[config.mk]
export PLATFORM = sky130hd
export DESIGN_NAME = terminal_escape_and_utf8_parser
export DESIGN_NICKNAME = d
export VERILOG_FILES = /design/src/hdl/tep_pkg.sv /design/src/hdl/tep_front.sv /design/src/hdl/tep_queue.sv /design/src/hdl/tep_back.sv /design/src/hdl/terminal_escape_and_utf8_parser.sv
export SDC_FILE = /design/constraint.sdc
export NUM_CORES = 1
export LEC_CHECK = 0
export ABC_CLOCK_PERIOD_IN_PS = 5000
export BUFFER_PORTS_ARGS = -buffer_cell sky130_fd_sc_hd__buf_4
export CAP_MARGIN = 20
export CORE_AREA = 2 2 226 228
export DETAILED_ROUTE_END_ITERATION = 8
export DIE_AREA = 0 0 228 230
export SLEW_MARGIN = 20
export SYNTH_ARGS = -nofsm -noshare
export SYNTH_HDL_FRONTEND = slang
export SYNTH_SLANG_ARGS = --single-unit
export TNS_END_PERCENT = 20
[constraint.sdc]
create_clock -name clk -period 5 [get_ports clk]
set_input_delay 1.25 -clock clk [delete_from_list [all_inputs] [get_ports clk]]
set_output_delay 1.25 -clock clk [all_outputs]
set_load 0.01 [all_outputs]
[src/hdl/tep_pkg.sv]
// Shared types, constants and decode functions for the terminal escape and UTF-8 parser.
// No dependencies; every other file of the block refers to this package by scoped names.
package tep_pkg;

  // Numeric parameters of escape sequences saturate at 2^PW - 1.
  localparam int PW = 16;
  localparam logic [PW-1:0] PMAX = '1;

  // Depth of the job queue between the parser and the result stage.
  localparam int QDEPTH = 4;
  localparam int QAW = $clog2(QDEPTH);

  // Screen command codes.
  localparam logic [5:0] OP_PUT_CHAR        = 6'd0;
  localparam logic [5:0] OP_TAB             = 6'd1;
  localparam logic [5:0] OP_CURSOR_DOWN     = 6'd2;
  localparam logic [5:0] OP_CURSOR_LEFT     = 6'd3;
  localparam logic [5:0] OP_CARRIAGE_RETURN = 6'd4;
  localparam logic [5:0] OP_CLR_BOL         = 6'd5;
  localparam logic [5:0] OP_EXIT_ATTR       = 6'd6;
  localparam logic [5:0] OP_ENTER_BOLD      = 6'd7;
  localparam logic [5:0] OP_ENTER_REVERSE   = 6'd8;
  localparam logic [5:0] OP_EXIT_BOLD       = 6'd9;
  localparam logic [5:0] OP_SET_FG          = 6'd10;
  localparam logic [5:0] OP_SET_BG          = 6'd11;
  localparam logic [5:0] OP_PARM_UP         = 6'd12;
  localparam logic [5:0] OP_PARM_DOWN       = 6'd13;
  localparam logic [5:0] OP_PARM_RIGHT      = 6'd14;
  localparam logic [5:0] OP_PARM_LEFT       = 6'd15;
  localparam logic [5:0] OP_COLUMN_ADDR     = 6'd16;
  localparam logic [5:0] OP_PARM_INS_LINE   = 6'd17;
  localparam logic [5:0] OP_PARM_DEL_LINE   = 6'd18;
  localparam logic [5:0] OP_PARM_DCH        = 6'd19;
  localparam logic [5:0] OP_PARM_INDEX      = 6'd20;
  localparam logic [5:0] OP_PARM_RINDEX     = 6'd21;
  localparam logic [5:0] OP_ERASE_CHARS     = 6'd22;
  localparam logic [5:0] OP_PARM_ICH        = 6'd23;
  localparam logic [5:0] OP_ROW_ADDR        = 6'd24;
  localparam logic [5:0] OP_CURSOR_ADDR     = 6'd25;
  localparam logic [5:0] OP_INSERT_CHAR     = 6'd26;
  localparam logic [5:0] OP_CURSOR_UP       = 6'd27;
  localparam logic [5:0] OP_CURSOR_RIGHT    = 6'd28;
  localparam logic [5:0] OP_CURSOR_HOME     = 6'd29;
  localparam logic [5:0] OP_CLR_EOS         = 6'd30;
  localparam logic [5:0] OP_CLR_EOL         = 6'd31;
  localparam logic [5:0] OP_INSERT_LINE     = 6'd32;
  localparam logic [5:0] OP_DELETE_LINE     = 6'd33;
  localparam logic [5:0] OP_DELETE_CHAR     = 6'd34;
  localparam logic [5:0] OP_SCROLL_REVERSE  = 6'd35;
  localparam logic [5:0] OP_END_OF_STREAM   = 6'd36;

  // Byte values with a meaning to the parser.
  localparam logic [7:0] CH_BEL    = 8'h07;
  localparam logic [7:0] CH_BS     = 8'h08;
  localparam logic [7:0] CH_TAB    = 8'h09;
  localparam logic [7:0] CH_LF     = 8'h0A;
  localparam logic [7:0] CH_CR     = 8'h0D;
  localparam logic [7:0] CH_ESC    = 8'h1B;
  localparam logic [7:0] CH_ZERO   = 8'h30;
  localparam logic [7:0] CH_NINE   = 8'h39;
  localparam logic [7:0] CH_SEMI   = 8'h3B;
  localparam logic [7:0] CH_AT     = 8'h40;
  localparam logic [7:0] CH_A      = 8'h41;
  localparam logic [7:0] CH_B      = 8'h42;
  localparam logic [7:0] CH_C      = 8'h43;
  localparam logic [7:0] CH_D      = 8'h44;
  localparam logic [7:0] CH_G      = 8'h47;
  localparam logic [7:0] CH_H      = 8'h48;
  localparam logic [7:0] CH_I      = 8'h49;
  localparam logic [7:0] CH_J      = 8'h4A;
  localparam logic [7:0] CH_K      = 8'h4B;
  localparam logic [7:0] CH_L      = 8'h4C;
  localparam logic [7:0] CH_M      = 8'h4D;
  localparam logic [7:0] CH_P      = 8'h50;
  localparam logic [7:0] CH_S      = 8'h53;
  localparam logic [7:0] CH_T      = 8'h54;
  localparam logic [7:0] CH_X      = 8'h58;
  localparam logic [7:0] CH_LBRACK = 8'h5B;
  localparam logic [7:0] CH_LOWER_D = 8'h64;
  localparam logic [7:0] CH_LOWER_M = 8'h6D;

  // One screen command.
  typedef struct packed {
    logic        vld;
    logic [5:0]  op;
    logic [31:0] a;
    logic [16:0] b;
  } res_t;

  // Work for the result stage: one command, optionally followed by a second SGR command.
  typedef struct packed {
    logic        two;
    logic [5:0]  op0;
    logic [31:0] a0;
    logic [16:0] b0;
    logic [5:0]  op1;
    logic [2:0]  a1;
  } job_t;

  function automatic res_t mk(input logic [5:0] op, input logic [31:0] a,
                              input logic [16:0] b);
    res_t r;
    r.vld = 1'b1;
    r.op  = op;
    r.a   = a;
    r.b   = b;
    return r;
  endfunction

  // Decimal accumulate with saturation: v * 10 + d.
  function automatic logic [PW-1:0] acc(input logic [PW-1:0] v, input logic [3:0] d);
    logic [PW+3:0] r;
    r = ({4'b0, v} << 3) + ({4'b0, v} << 1) + (PW+4)'(d);
    return (r[PW+3:PW] != 4'b0) ? PMAX : r[PW-1:0];
  endfunction

  // Select Graphic Rendition code to attribute or colour command.
  function automatic res_t sgr(input logic [PW-1:0] x);
    res_t r;
    r = '0;
    r.vld = 1'b1;
    if (x == PW'(0)) r.op = OP_EXIT_ATTR;
    else if (x == PW'(1)) r.op = OP_ENTER_BOLD;
    else if (x == PW'(7)) r.op = OP_ENTER_REVERSE;
    else if (x == PW'(22)) r.op = OP_EXIT_BOLD;
    else if (x >= PW'(30) && x <= PW'(37)) begin
      r.op = OP_SET_FG;
      r.a  = 32'(x) - 32'd30;
    end else if (x == PW'(39)) begin
      r.op = OP_SET_FG;
      r.a  = 32'd7;
    end else if (x >= PW'(40) && x <= PW'(47)) begin
      r.op = OP_SET_BG;
      r.a  = 32'(x) - 32'd40;
    end else if (x == PW'(49)) r.op = OP_SET_BG;
    else r.vld = 1'b0;
    return r;
  endfunction

  // CSI final byte without parameters.
  function automatic res_t csi_none(input logic [7:0] c);
    res_t r;
    r = '0;
    r.vld = 1'b1;
    case (c)
      CH_AT:      r.op = OP_INSERT_CHAR;
      CH_A:       r.op = OP_CURSOR_UP;
      CH_B:       r.op = OP_CURSOR_DOWN;
      CH_C:       r.op = OP_CURSOR_RIGHT;
      CH_D:       r.op = OP_CURSOR_LEFT;
      CH_H:       r.op = OP_CURSOR_HOME;
      CH_I:       r.op = OP_TAB;
      CH_J:       r.op = OP_CLR_EOS;
      CH_K:       r.op = OP_CLR_EOL;
      CH_L:       r.op = OP_INSERT_LINE;
      CH_M:       r.op = OP_DELETE_LINE;
      CH_P:       r.op = OP_DELETE_CHAR;
      CH_LOWER_M: r.op = OP_EXIT_ATTR;
      default:    r.vld = 1'b0;
    endcase
    return r;
  endfunction

  // CSI final byte with one parameter.
  function automatic res_t csi_one(input logic [7:0] c, input logic [PW-1:0] x);
    res_t r;
    logic [31:0] xa;
    r  = '0;
    xa = 32'(x);
    r.vld = 1'b1;
    r.a   = xa;
    case (c)
      CH_LOWER_M: r = sgr(x);
      CH_K: begin
        r.a = '0;
        r.op = OP_CLR_BOL;
        r.vld = (x == PW'(1));
      end
      CH_A:       r.op = OP_PARM_UP;
      CH_B:       r.op = OP_PARM_DOWN;
      CH_C:       r.op = OP_PARM_RIGHT;
      CH_D:       r.op = OP_PARM_LEFT;
      CH_G: begin
        r.op = OP_COLUMN_ADDR;
        r.a  = xa - 32'd1;
      end
      CH_L:       r.op = OP_PARM_INS_LINE;
      CH_M:       r.op = OP_PARM_DEL_LINE;
      CH_P:       r.op = OP_PARM_DCH;
      CH_S:       r.op = OP_PARM_INDEX;
      CH_T:       r.op = OP_PARM_RINDEX;
      CH_X:       r.op = OP_ERASE_CHARS;
      CH_AT:      r.op = OP_PARM_ICH;
      CH_LOWER_D: begin
        r.op = OP_ROW_ADDR;
        r.a  = xa - 32'd1;
      end
      default:    r = '0;
    endcase
    return r;
  endfunction

endpackage

[src/hdl/tep_front.sv]
// Byte parser of the terminal escape and UTF-8 parser: sequence state and job building.
// Depends on tep_pkg.
module tep_front (
  input  logic            clk,
  input  logic            rst_n,
  input  logic            push,
  input  logic [7:0]      in_byte,
  input  logic            q_full,
  input  logic            cfg_we,
  input  logic [7:0]      cfg_wdata,
  output logic            job_push,
  output tep_pkg::job_t   job
);

  typedef enum logic [6:0] {
    PH_GROUND = 7'b0000001,
    PH_ESC    = 7'b0000010,
    PH_CSI    = 7'b0000100,
    PH_FIRST  = 7'b0001000,
    PH_SEMI   = 7'b0010000,
    PH_SECOND = 7'b0100000,
    PH_UTF8   = 7'b1000000
  } phase_t;

  phase_t                  phase_r, phase_nxt;
  logic [7:0]              term_r;
  logic [tep_pkg::PW-1:0]  first_r, first_nxt;
  logic [tep_pkg::PW-1:0]  second_r, second_nxt;
  logic [30:0]             cp_r, cp_nxt;
  logic [2:0]              rem_r, rem_nxt;
  logic [30:0]             cp_shift;
  logic                    accept;
  logic                    dig;
  logic [3:0]              d;
  tep_pkg::res_t           r0, r1;

  assign accept   = push & ~q_full;
  assign dig      = (in_byte >= tep_pkg::CH_ZERO) && (in_byte <= tep_pkg::CH_NINE);
  assign d        = in_byte[3:0];
  assign cp_shift = {cp_r[24:0], in_byte[5:0]};

  always_comb begin
    phase_nxt  = phase_r;
    first_nxt  = first_r;
    second_nxt = second_r;
    cp_nxt     = cp_r;
    rem_nxt    = rem_r;
    r0         = '0;
    r1         = '0;
    if (accept) begin
      phase_nxt = PH_GROUND;
      case (phase_r)
        PH_ESC: begin
          if (in_byte == tep_pkg::CH_LBRACK) phase_nxt = PH_CSI;
          else if (in_byte == tep_pkg::CH_M)
            r0 = tep_pkg::mk(tep_pkg::OP_SCROLL_REVERSE, '0, '0);
        end
        PH_CSI: begin
          if (dig) begin
            first_nxt = tep_pkg::PW'(d);
            phase_nxt = PH_FIRST;
          end else r0 = tep_pkg::csi_none(in_byte);
        end
        PH_FIRST: begin
          if (dig) begin
            first_nxt = tep_pkg::acc(first_r, d);
            phase_nxt = PH_FIRST;
          end else if (in_byte == tep_pkg::CH_SEMI) begin
            second_nxt = '0;
            phase_nxt  = PH_SEMI;
          end else r0 = tep_pkg::csi_one(in_byte, first_r);
        end
        PH_SEMI: begin
          if (dig) begin
            second_nxt = tep_pkg::PW'(d);
            phase_nxt  = PH_SECOND;
          end
        end
        PH_SECOND: begin
          if (dig) begin
            second_nxt = tep_pkg::acc(second_r, d);
            phase_nxt  = PH_SECOND;
          end else if (in_byte == tep_pkg::CH_LOWER_M) begin
            r0 = tep_pkg::sgr(first_r);
            r1 = tep_pkg::sgr(second_r);
          end else if (in_byte == tep_pkg::CH_H) begin
            r0 = tep_pkg::mk(tep_pkg::OP_CURSOR_ADDR, 32'(first_r) - 32'd1,
                             17'(second_r) - 17'd1);
          end
        end
        PH_UTF8: begin
          if (rem_r > 3'd1) begin
            cp_nxt    = cp_shift;
            rem_nxt   = rem_r - 3'd1;
            phase_nxt = PH_UTF8;
          end else begin
            rem_nxt = '0;
            cp_nxt  = '0;
            r0      = tep_pkg::mk(tep_pkg::OP_PUT_CHAR, 32'(cp_shift), '0);
          end
        end
        default: begin
          if (in_byte == term_r) begin
            r0 = tep_pkg::mk(tep_pkg::OP_END_OF_STREAM, '0, '0);
          end else begin
            case (in_byte)
              tep_pkg::CH_BEL: r0 = '0;
              tep_pkg::CH_TAB: r0 = tep_pkg::mk(tep_pkg::OP_TAB, '0, '0);
              tep_pkg::CH_LF:  r0 = tep_pkg::mk(tep_pkg::OP_CURSOR_DOWN, '0, '0);
              tep_pkg::CH_BS:  r0 = tep_pkg::mk(tep_pkg::OP_CURSOR_LEFT, '0, '0);
              tep_pkg::CH_CR:  r0 = tep_pkg::mk(tep_pkg::OP_CARRIAGE_RETURN, '0, '0);
              tep_pkg::CH_ESC: phase_nxt = PH_ESC;
              default: begin
                if (!in_byte[7]) begin
                  r0 = tep_pkg::mk(tep_pkg::OP_PUT_CHAR, 32'(in_byte), '0);
                end else if (in_byte[7:5] == 3'b110) begin
                  cp_nxt = 31'(in_byte[4:0]);
                  rem_nxt = 3'd1;
                  phase_nxt = PH_UTF8;
                end else if (in_byte[7:4] == 4'b1110) begin
                  cp_nxt = 31'(in_byte[3:0]);
                  rem_nxt = 3'd2;
                  phase_nxt = PH_UTF8;
                end else if (in_byte[7:3] == 5'b11110) begin
                  cp_nxt = 31'(in_byte[2:0]);
                  rem_nxt = 3'd3;
                  phase_nxt = PH_UTF8;
                end else if (in_byte[7:2] == 6'b111110) begin
                  cp_nxt = 31'(in_byte[1:0]);
                  rem_nxt = 3'd4;
                  phase_nxt = PH_UTF8;
                end else if (in_byte[7:1] == 7'b1111110) begin
                  cp_nxt = 31'(in_byte[0]);
                  rem_nxt = 3'd5;
                  phase_nxt = PH_UTF8;
                end else begin
                  // Bad lead byte decodes to character zero.
                  r0 = tep_pkg::mk(tep_pkg::OP_PUT_CHAR, '0, '0);
                end
              end
            endcase
          end
        end
      endcase
    end
  end

  // Pack up to two commands; a missing first SGR result lets the second move up.
  always_comb begin
    job      = '0;
    job_push = 1'b0;
    if (r0.vld) begin
      job_push = 1'b1;
      job.op0  = r0.op;
      job.a0   = r0.a;
      job.b0   = r0.b;
      job.two  = r1.vld;
      job.op1  = r1.op;
      job.a1   = r1.a[2:0];
    end else if (r1.vld) begin
      job_push = 1'b1;
      job.op0  = r1.op;
      job.a0   = r1.a;
    end
  end

  always_ff @(posedge clk) begin
    if (!rst_n) begin
      phase_r <= PH_GROUND;
      term_r  <= '0;
      rem_r   <= '0;
    end else begin
      phase_r <= phase_nxt;
      rem_r   <= rem_nxt;
      if (cfg_we) term_r <= cfg_wdata;
    end
  end

  always_ff @(posedge clk) begin
    first_r  <= first_nxt;
    second_r <= second_nxt;
    cp_r     <= cp_nxt;
  end

endmodule

[src/hdl/tep_queue.sv]
// Short job queue between the parser and the result stage of the escape/UTF-8 parser.
// Depends on tep_pkg for the job type and depth.
module tep_queue (
  input  logic            clk,
  input  logic            rst_n,
  input  logic            wr_en,
  input  tep_pkg::job_t   wr_data,
  output logic            full,
  input  logic            rd_en,
  output tep_pkg::job_t   rd_data,
  output logic            nempty
);

  tep_pkg::job_t          slot_r [tep_pkg::QDEPTH];
  logic [tep_pkg::QAW-1:0] wp_r, rp_r;
  logic [tep_pkg::QAW:0]   cnt_r, cnt_nxt;
  logic                    do_wr, do_rd;

  assign full    = (cnt_r == (tep_pkg::QAW+1)'(tep_pkg::QDEPTH));
  assign nempty  = (cnt_r != '0);
  assign do_wr   = wr_en & ~full;
  assign do_rd   = rd_en & nempty;
  assign rd_data = slot_r[rp_r];

  always_comb begin
    cnt_nxt = cnt_r;
    if (do_wr && !do_rd) cnt_nxt = cnt_r + 1'b1;
    else if (!do_wr && do_rd) cnt_nxt = cnt_r - 1'b1;
  end

  always_ff @(posedge clk) begin
    if (!rst_n) begin
      wp_r  <= '0;
      rp_r  <= '0;
      cnt_r <= '0;
    end else begin
      cnt_r <= cnt_nxt;
      if (do_wr) wp_r <= wp_r + 1'b1;
      if (do_rd) rp_r <= rp_r + 1'b1;
    end
  end

  always_ff @(posedge clk) begin
    if (do_wr) slot_r[wp_r] <= wr_data;
  end

endmodule

[src/hdl/tep_back.sv]
// Result stage of the escape/UTF-8 parser: splits each job into one or two commands.
// Depends on tep_pkg for the job type.
module tep_back (
  input  logic                clk,
  input  logic                rst_n,
  input  logic                q_nempty,
  input  tep_pkg::job_t       q_data,
  output logic                q_rd,
  output logic                empty,
  input  logic                pop,
  output logic [5:0]          out_op,
  output logic signed [31:0]  out_value_a,
  output logic signed [16:0]  out_value_b,
  output logic                out_last
);

  logic sel_r, sel_nxt;
  logic taken;

  assign empty       = ~q_nempty;
  assign out_op      = sel_r ? q_data.op1 : q_data.op0;
  assign out_value_a = sel_r ? 32'(q_data.a1) : q_data.a0;
  assign out_value_b = sel_r ? '0 : q_data.b0;
  assign out_last    = sel_r | ~q_data.two;
  assign taken       = pop & q_nempty;
  assign q_rd        = taken & out_last;

  always_comb begin
    sel_nxt = sel_r;
    if (taken) sel_nxt = ~out_last;
  end

  always_ff @(posedge clk) begin
    if (!rst_n) sel_r <= 1'b0;
    else sel_r <= sel_nxt;
  end

endmodule

[src/hdl/terminal_escape_and_utf8_parser.sv]
// Top level of the terminal escape and UTF-8 parser: parser, job queue and result stage.
// Depends on tep_pkg, tep_front, tep_queue and tep_back.
//
//   Channel   Handshake            Payload
//   input     push / full          in_byte
//   result    empty / pop          out_op, out_value_a, out_value_b, out_last
//   config    cfg_we (no wait)     cfg_wdata (terminator byte)
//
// The parser takes one byte in every cycle in which full is low; its sequence state
// updates in that same cycle, so the loop through the phase register sets the rate.
// A byte that yields commands puts one job into a four-entry queue; the result stage
// shows a job from the queue head for one pop (one command) or two pops (SGR pair).
// Reset is synchronous and active low and empties the queue and returns to ground state.
// A stalled result side fills the queue and then raises full; nothing is dropped.
module terminal_escape_and_utf8_parser (
  input  logic                clk,
  input  logic                rst_n,
  input  logic                push,
  input  logic [7:0]          in_byte,
  output logic                full,
  output logic                empty,
  input  logic                pop,
  output logic [5:0]          out_op,
  output logic signed [31:0]  out_value_a,
  output logic signed [16:0]  out_value_b,
  output logic                out_last,
  input  logic                cfg_we,
  input  logic [7:0]          cfg_wdata
);

  // Jobs flow from the parser into the queue and out to the result stage.
  tep_pkg::job_t job_in, job_out;
  logic          job_push;
  logic          q_full, q_nempty, q_rd;

  // The parser sees the queue's full flag, which is also the input channel's back-pressure.
  assign full = q_full;

  tep_front u_front (
    .clk       (clk),
    .rst_n     (rst_n),
    .push      (push),
    .in_byte   (in_byte),
    .q_full    (q_full),
    .cfg_we    (cfg_we),
    .cfg_wdata (cfg_wdata),
    .job_push  (job_push),
    .job       (job_in)
  );

  tep_queue u_queue (
    .clk     (clk),
    .rst_n   (rst_n),
    .wr_en   (job_push),
    .wr_data (job_in),
    .full    (q_full),
    .rd_en   (q_rd),
    .rd_data (job_out),
    .nempty  (q_nempty)
  );

  // The result stage retires a queue entry only after its final command is popped.
  tep_back u_back (
    .clk         (clk),
    .rst_n       (rst_n),
    .q_nempty    (q_nempty),
    .q_data      (job_out),
    .q_rd        (q_rd),
    .empty       (empty),
    .pop         (pop),
    .out_op      (out_op),
    .out_value_a (out_value_a),
    .out_value_b (out_value_b),
    .out_last    (out_last)
  );

endmodule
# Word level (Yosys, flattened, before mapping)
# Memory sizes are Yosys's and may differ from the RTL's. A register that Yosys moved wholly into a read port is not among the register bits.
# Index checks and enable logic that the tools add are counted.
[word_totals]
ff_bits = 83
ramBits = 260
inputBits = 21
out_inout_bits = 58
memories = 1
[memory_table]
columns = ["name", "depth", "width", "rd", "rd_clocked_by_memory_dff", "write_ports", "line_no", "rtl"]
rows = [
  ["u_queue.slot_r", 4, 65, 1, 1, 1, "tep_queue.sv:14", "tep_pkg::job_t slot_r [tep_pkg::QDEPTH];"],
]
[op_classes]
addsub = 15
magnitude_cmp = 11
n_eq_ne = 57
n_mux = 129
bitwise_logic = 11
reduce_logical = 31
[op_table]
columns = ["op", "n"]
rows = [
  ["56-bit 2-to-1 mux", 21],
  ["32-bit 2-to-1 mux", 11],
  ["56-bit one-hot mux with 6 select lines", 1],
  ["56-bit one-hot mux with 5 select lines", 1],
  ["38-bit 2-to-1 mux", 6],
  ["25-bit 2-to-1 mux", 9],
  ["8-bit by 7-bit equality test with 1-bit output (second input constant)", 19],
  ["16-bit 2-to-1 mux", 7],
  ["32-bit one-hot mux with 3 select lines", 1],
  ["6-bit one-hot mux with 15 select lines", 1],
  ["6-bit one-hot mux with 13 select lines", 1],
  ["6-bit 2-to-1 mux", 11],
  ["16-bit by 6-bit equality test with 1-bit output (second input constant)", 4],
  ["16-bit by 6-bit less-or-equal comparator with 1-bit output (second input constant)", 4],
  ["7-bit 2-to-1 mux", 9],
  ["25-bit one-hot mux with 2 select lines", 1],
  ["16-bit one-hot mux with 3 select lines", 1],
  ["19-bit by 17-bit adder with 20-bit output", 2],
  ["20-bit by 4-bit adder with 20-bit output", 2],
  ["3-bit 2-to-1 mux", 12],
  ["7-bit one-hot mux with 5 select lines", 1],
  ["16-bit by 1-bit subtractor with 17-bit output (second input constant)", 2],
  ["16-bit by 5-bit subtractor with 17-bit output (second input constant)", 2],
  ["16-bit by 6-bit subtractor with 17-bit output (second input constant)", 2],
  ["55 further kinds", 123],
]

# Depth between registers and ports, before layout
[depth]
word_depth = 20
ltp_mapped = 16
mapped_depth_nobuf = 15

# Modules after synthesis
# From an unflattened synthesis, not the netlist that was laid out.
[hier_totals]
hier_cells = 1609
hier_area_um2 = 19623.8
[modules_own_cells]
columns = ["module", "n_inst", "cells_each", "area_per_inst_um2", "seq_area_each_um2"]
rows = [
  ["tep_queue", 1, 387, 9908.3, 7987.7],
  ["tep_front", 1, 1154, 9230.1, 2072.0],
  ["tep_back", 1, 68, 485.5, 20.0],
]

# Worst setup path after synthesis
# No wires, ideal clock.
[synth_timing]
kind = "input to register"
start = "in in_byte[5]"
end = "mem u_queue.slot_r[0][0] in the netlist's numbering (enable)"
arrival_ns = 4.779
t_required_ns = 4.572
setup_slack_ns = -0.207
cell_stages = 10
cell_sequence = "clkbuf_1 > or3b_2 > clkbuf_1 > or2_2 > a31oi_1 > o31ai_1 > a22oi_2 > o21ai_1 > nand2_1 > and2_1"
[synth_between]
elab_chain_cells = 15
[synth_lines]
columns = ["item", "line_no", "rtl"]
rows = [
  ["start: declaration", "terminal_escape_and_utf8_parser.sv:19", "input logic [7:0] in_byte,"],
  ["7-bit equality test", "tep_front.sv:132", "end else if (in_byte[7:1] == 7'b1111110) begin"],
  ["56-bit 2-to-1 mux", "tep_front.sv:132", ""],
  ["56-bit 2-to-1 mux", "tep_front.sv:128", "end else if (in_byte[7:2] == 6'b111110) begin"],
  ["56-bit 2-to-1 mux", "tep_front.sv:124", "end else if (in_byte[7:3] == 5'b11110) begin"],
  ["56-bit 2-to-1 mux", "tep_front.sv:120", "end else if (in_byte[7:4] == 4'b1110) begin"],
  ["56-bit 2-to-1 mux", "tep_front.sv:116", "end else if (in_byte[7:5] == 3'b110) begin"],
  ["56-bit 2-to-1 mux", "tep_front.sv:114", "if (!in_byte[7]) begin"],
  ["56-bit one-hot mux with 5 select lines", "tep_front.sv:106", "case (in_byte)"],
  ["56-bit 2-to-1 mux", "tep_front.sv:103", "if (in_byte == term_r) begin"],
  ["56-bit one-hot mux with 6 select lines", "tep_front.sv:52", "case (phase_r)"],
  ["56-bit 2-to-1 mux", "tep_front.sv:50", "if (accept) begin"],
  ["1-bit 2-to-1 mux (*)", "tep_front.sv:152", "if (r0.vld) begin"],
  ["1-bit bitwise AND (*)", "tep_queue.sv:21", "assign do_wr = wr_en & ~full;"],
  ["named net u_queue.do_wr", "tep_queue.sv:17", "logic do_wr, do_rd;"],
  ["1-bit 2-to-1 mux (*)", "tep_queue.sv:44", "if (do_wr) slot_r[wp_r] <= wr_data;"],
  ["1-bit 2-to-1 mux (not written as such) (*)", "tep_queue.sv:44", ""],
  ["end: declaration", "tep_queue.sv:14", ""],
]
# The timed path passes the listed nets; every way through them passes the cells marked *.

# Worst setup path in the final report
[layout_timing]
start = "reg u_front.phase_r[0]"
end = "reg u_queue.cnt_r[2] in the netlist's numbering"
[layout_between]
elab_chain_cells = 9
[layout_lines]
columns = ["item", "line_no", "rtl"]
rows = [
  ["start: declaration", "tep_front.sv:25", "phase_t phase_r, phase_nxt;"],
  ["start signal: assignment", "tep_front.sv:173", "phase_r <= phase_nxt;"],
  ["7-bit by 6-bit equality test with 1-bit output", "tep_front.sv:52", ""],
  ["56-bit 2-to-1 mux", "tep_front.sv:52", ""],
  ["56-bit 2-to-1 mux", "tep_front.sv:50", ""],
  ["1-bit 2-to-1 mux", "tep_front.sv:160", "end else if (r1.vld) begin"],
  ["1-bit 2-to-1 mux (*)", "tep_front.sv:152", ""],
  ["1-bit bitwise AND (*)", "tep_queue.sv:21", ""],
  ["named net u_queue.do_wr", "tep_queue.sv:17", ""],
  ["1-bit logical NOT", "tep_queue.sv:28", "else if (!do_wr && do_rd) cnt_nxt = cnt_r - 1'b1;"],
  ["1-bit logical AND", "tep_queue.sv:28", ""],
  ["2-bit nonzero test (no line)", "n/a", ""],
  ["end signal: assignment", "tep_queue.sv:37", "cnt_r <= cnt_nxt;"],
  ["end: declaration", "tep_queue.sv:16", "logic [tep_pkg::QAW:0] cnt_r, cnt_nxt;"],
]
# Marked as above.
# A chain may end at the register's enable or synchronous reset.

==> impl_metrics.py <==
metrics = {
    "clock_tree": {
        "cts.clk_slew.worst_paths_ns": 0.07,
        "root_buffer": "clkbuf_16",
        "clk_latency_ns": 0.56,
        "cts_num_sinks": 337,
        "cts_resized": 0,
        "cts_buffer_depth": 3,
        "cts_buffers": 38,
        "cts_setup_buffers": 0,
        "cts_tree": "done",
        "hold_buffers": 0,
        "h-tree-depth": 2,
    },
    "routing": {
        "wl_per_cell_um": 20.39,
        "drt_iter0_markers": 1137,
        "firstDrtPassIters": 5,
        "vias": 13020,
        "drc_errors": 0,
        "drt-total-wl_um": 47590,
        "viasPerCell": 5.579,
        "ant_nets": 0,
    },
    "yosys": {
        "synth_seq_cells": 337,
        "synth_edf_count": 309,
        "synth_top_area_cell": "edfxtp_1",
        "async_flop_share_pct": 0,
        "synthTopCellsByArea": "edfxtp_1 49%, mux4_2 7.6%, ha_1 5.9%",
        "netlist_area_um2": 18750,
        "ys_types": 92,
        "dominantRegCellSynth": "edfxtp_1",
        "synth_fp_nets": 1662,
        "ys.warnings.count": 0,
        "syn_inst": 1547,
        "yosysSeqAreaShare_pct": 52.48,
        "syn_area_per_cell_um2": 12.12,
        "yosysTopAreaCellShare_pct": 49.49,
    },
    "floorplanning": {
        "die-area_um2": 52440,
        "std_cell_rows": 82,
        "ios": 79,
        "die_w_um": 228,
        "core-area_um2": 49860,
        "start_util_pct": 37.60,
        "fp.dieH_um": 230,
    },
    "worst_setup_path": {
        "critPathMaxStageDelay_ns": 0.72,
        "cp.required_ns": 5.48,
        "path_cells": "or4_1 -> or4b_4 -> a21oi_4 -> o31ai_1 -> a22oi_2 -> o21ai_1 -> nand2_1 -> ha_1 -> inv_1 -> fa_1 -> xor2_1 -> or3_1 -> a21oi_1",
        "worstSetupPathType": "reg2reg",
        "crit_family": "simple AND/OR/NAND/NOR gates",
        "start_kind": "flop",
        "cp_data_arrival_time_ns": 4.80,
        "slowest_stage": "or4b_4",
        "path_max_fanout": 22,
        "cp.buffers_inverters": 1,
        "endpoint_kind": "flop",
    },
    "placed_design": {
        "place_congestion": 0.9571,
        "pre_cts_slack_ns": 0.2258,
        "post_dp_cell_area_um2": 20280,
        "io_buffers": 78,
        "place_hpwl_um": 33140,
    },
    "layout": {
        "antenna_cells": 0,
        "seq_area_um2": 9846,
        "finish.instance_area_um2": 21450,
        "area_delta_synth_final_pct": 14.42,
        "post-route-util_pct": 43.03,
        "drive_gt1_share_pct": 18.11,
        "nets": 1749,
        "multiInputGateArea_um2": 8441,
        "final_cell_mix": "309 x edfxtp_1, 137 x nor2_1, 132 x buf_4",
        "layout_commonest_cell": "edfxtp_1",
        "fillerInstances": 4674,
    },
    "global_route": {
        "grt_pass1_vias": 12840,
        "use_met2_pct": 29.05,
        "overflow": 0,
        "grt.total_usage_pct": 18.18,
        "grt_busiest_layer": "met2",
        "grt_pass1_wl_um": 74950,
        "grt_antenna_before_repair": 1,
        "met3_usage_pct": 3.237,
        "use_met1_pct": 25.34,
        "grt_max_degree": 42,
    },
    "power": {
        "p_leak_nw": 7.728,
        "peakVddDrop_v": 0.0001977,
        "p_per_area_nw_per_um2": 351.0,
    },
    "sta": {
        "maxSlewHeadroom_pct": 36.23,
        "slew_viol_final": 0,
        "worst_pin_slew_ns": 0.9324,
        "hold_violations": 0,
        "min_period_over_period_pct": 86.43,
        "fin_skew_ns": 0.02330,
        "setup_ws_ns": 0.6784,
        "fin_crit_ns": 4.322,
        "rsz0062_at_grt": "no",
        "finalSetupViolCount": 0,
        "fmax_mhz": 231.4,
    },
    "hold_path": {
        "hp-class": "reg2reg",
    },
    "job": {
        "cap_violations": 0,
    },
    "status": {
        "status": "finished, final reports clean",
    },
}
cell usage after synthesis, types with 13 or more instances:
library cell,instances
clkbuf_1,64
dfxtp_1,28
nor4_1,14
o21ai_0,58
xor2_1,37
nor2b_1,63
nand3_1,32
a31oi_1,13
xnor2_1,33
mux2i_1,15
ha_1,89
o31ai_1,13
mux4_2,63
a21oi_1,88
nor3_1,35
edfxtp_1,309
buf_1,13
o22ai_1,16
nor2_1,137
a21o_1,33
and2_1,30
inv_1,35
nand2_1,83
registers in the layout, summed over array words and instances, names as in the netlist, named ones only:
name / cells
u_back.sel_r: 1
u_front.cp_r: 25
u_front.first_r: 16
u_front.phase_r: 7
u_front.rem_r: 3
u_front.second_r: 16
u_front.term_r: 8
u_queue.cnt_r: 3
u_queue.rp_r: 2
u_queue.slot_r: 252
u_queue.wp_r: 2
metrics by stage:
| stage | setup TNS [ns] | hold WS (ns) | total power, mW | std cells |
|---|---|---|---|---|
| 2_1_floorplan | -39.26 | 0.4669 | 4.340 | 1547 |
| 3_3_place_gp | 0 | 0.4824 | 4.960 | 2266 |
| 3_5_place_dp | 0 | 0.4996 | 4.977 | 2266 |
| 4_1_cts | 0 | 0.5116 | 7.637 | 2334 |
| 5_1_grt | 0 | 0.5419 | 7.860 | 2334 |
| 6_report | 0 | 0.5143 | 7.530 | 2334 |
worst paths after layout:
kind / cells past startpoint / end / slack, ns / from
max: 13 / u_queue.cnt_r[2] / 0.68 / u_front.phase_r[0]
min: 2 / u_queue.wp_r[1] / 0.51 / u_queue.wp_r[1]
max reg2reg: 13 / u_queue.cnt_r[2] / 0.68 / u_front.phase_r[0]
min reg2reg: 2 / u_queue.wp_r[1] / 0.51 / u_queue.wp_r[1]
per-layer routing:
layer	wire (um)	up-vias
li1	-	6100
met1	21710	6509
met2	22120	352
met3	2601	60
met4	1151	0
met5	0	-
logic make-up (layout without fill, tap and decap cells):
| kind of cell | count (synthesis) | count (layout) | share of synthesized area [%] |
|---|---|---|---|
| compound gates | 350 | 350 | 12.67 |
| buf+inv | 124 | 239 | 2.702 |
| xor+xnor | 70 | 70 | 3.270 |
| mux | 87 | 87 | 8.928 |
| simple gates | 484 | 484 | 13.43 |
| flops | 337 | 337 | 52.48 |
| fa+ha+maj | 95 | 95 | 6.526 |
worst min-delay path, stage by stage (launching register included):
cell and delay [ns]:
dfxtp_1 0.34, nand2_1 0.06, mux2i_1 0.06
report_power, final:
part / switching (mW) / internal, mW
logic: 0.751 / 0.762
registers: 0.116 / 3.26
clock network: 1.10 / 1.54
total: 1.97 / 5.56
final cells by class:
cell class,count,share of cell area [%]
Clock buffer,49,4.724
Clock inverter,19,0.7465
Inverter,38,0.6648
Multi-Input combinational cell,1086,39.34
Sequential cell,337,45.89
Tap cell,672,3.919
Timing Repair Buffer,133,4.712
No activity file was read; power rests on OpenSTA's default activity.
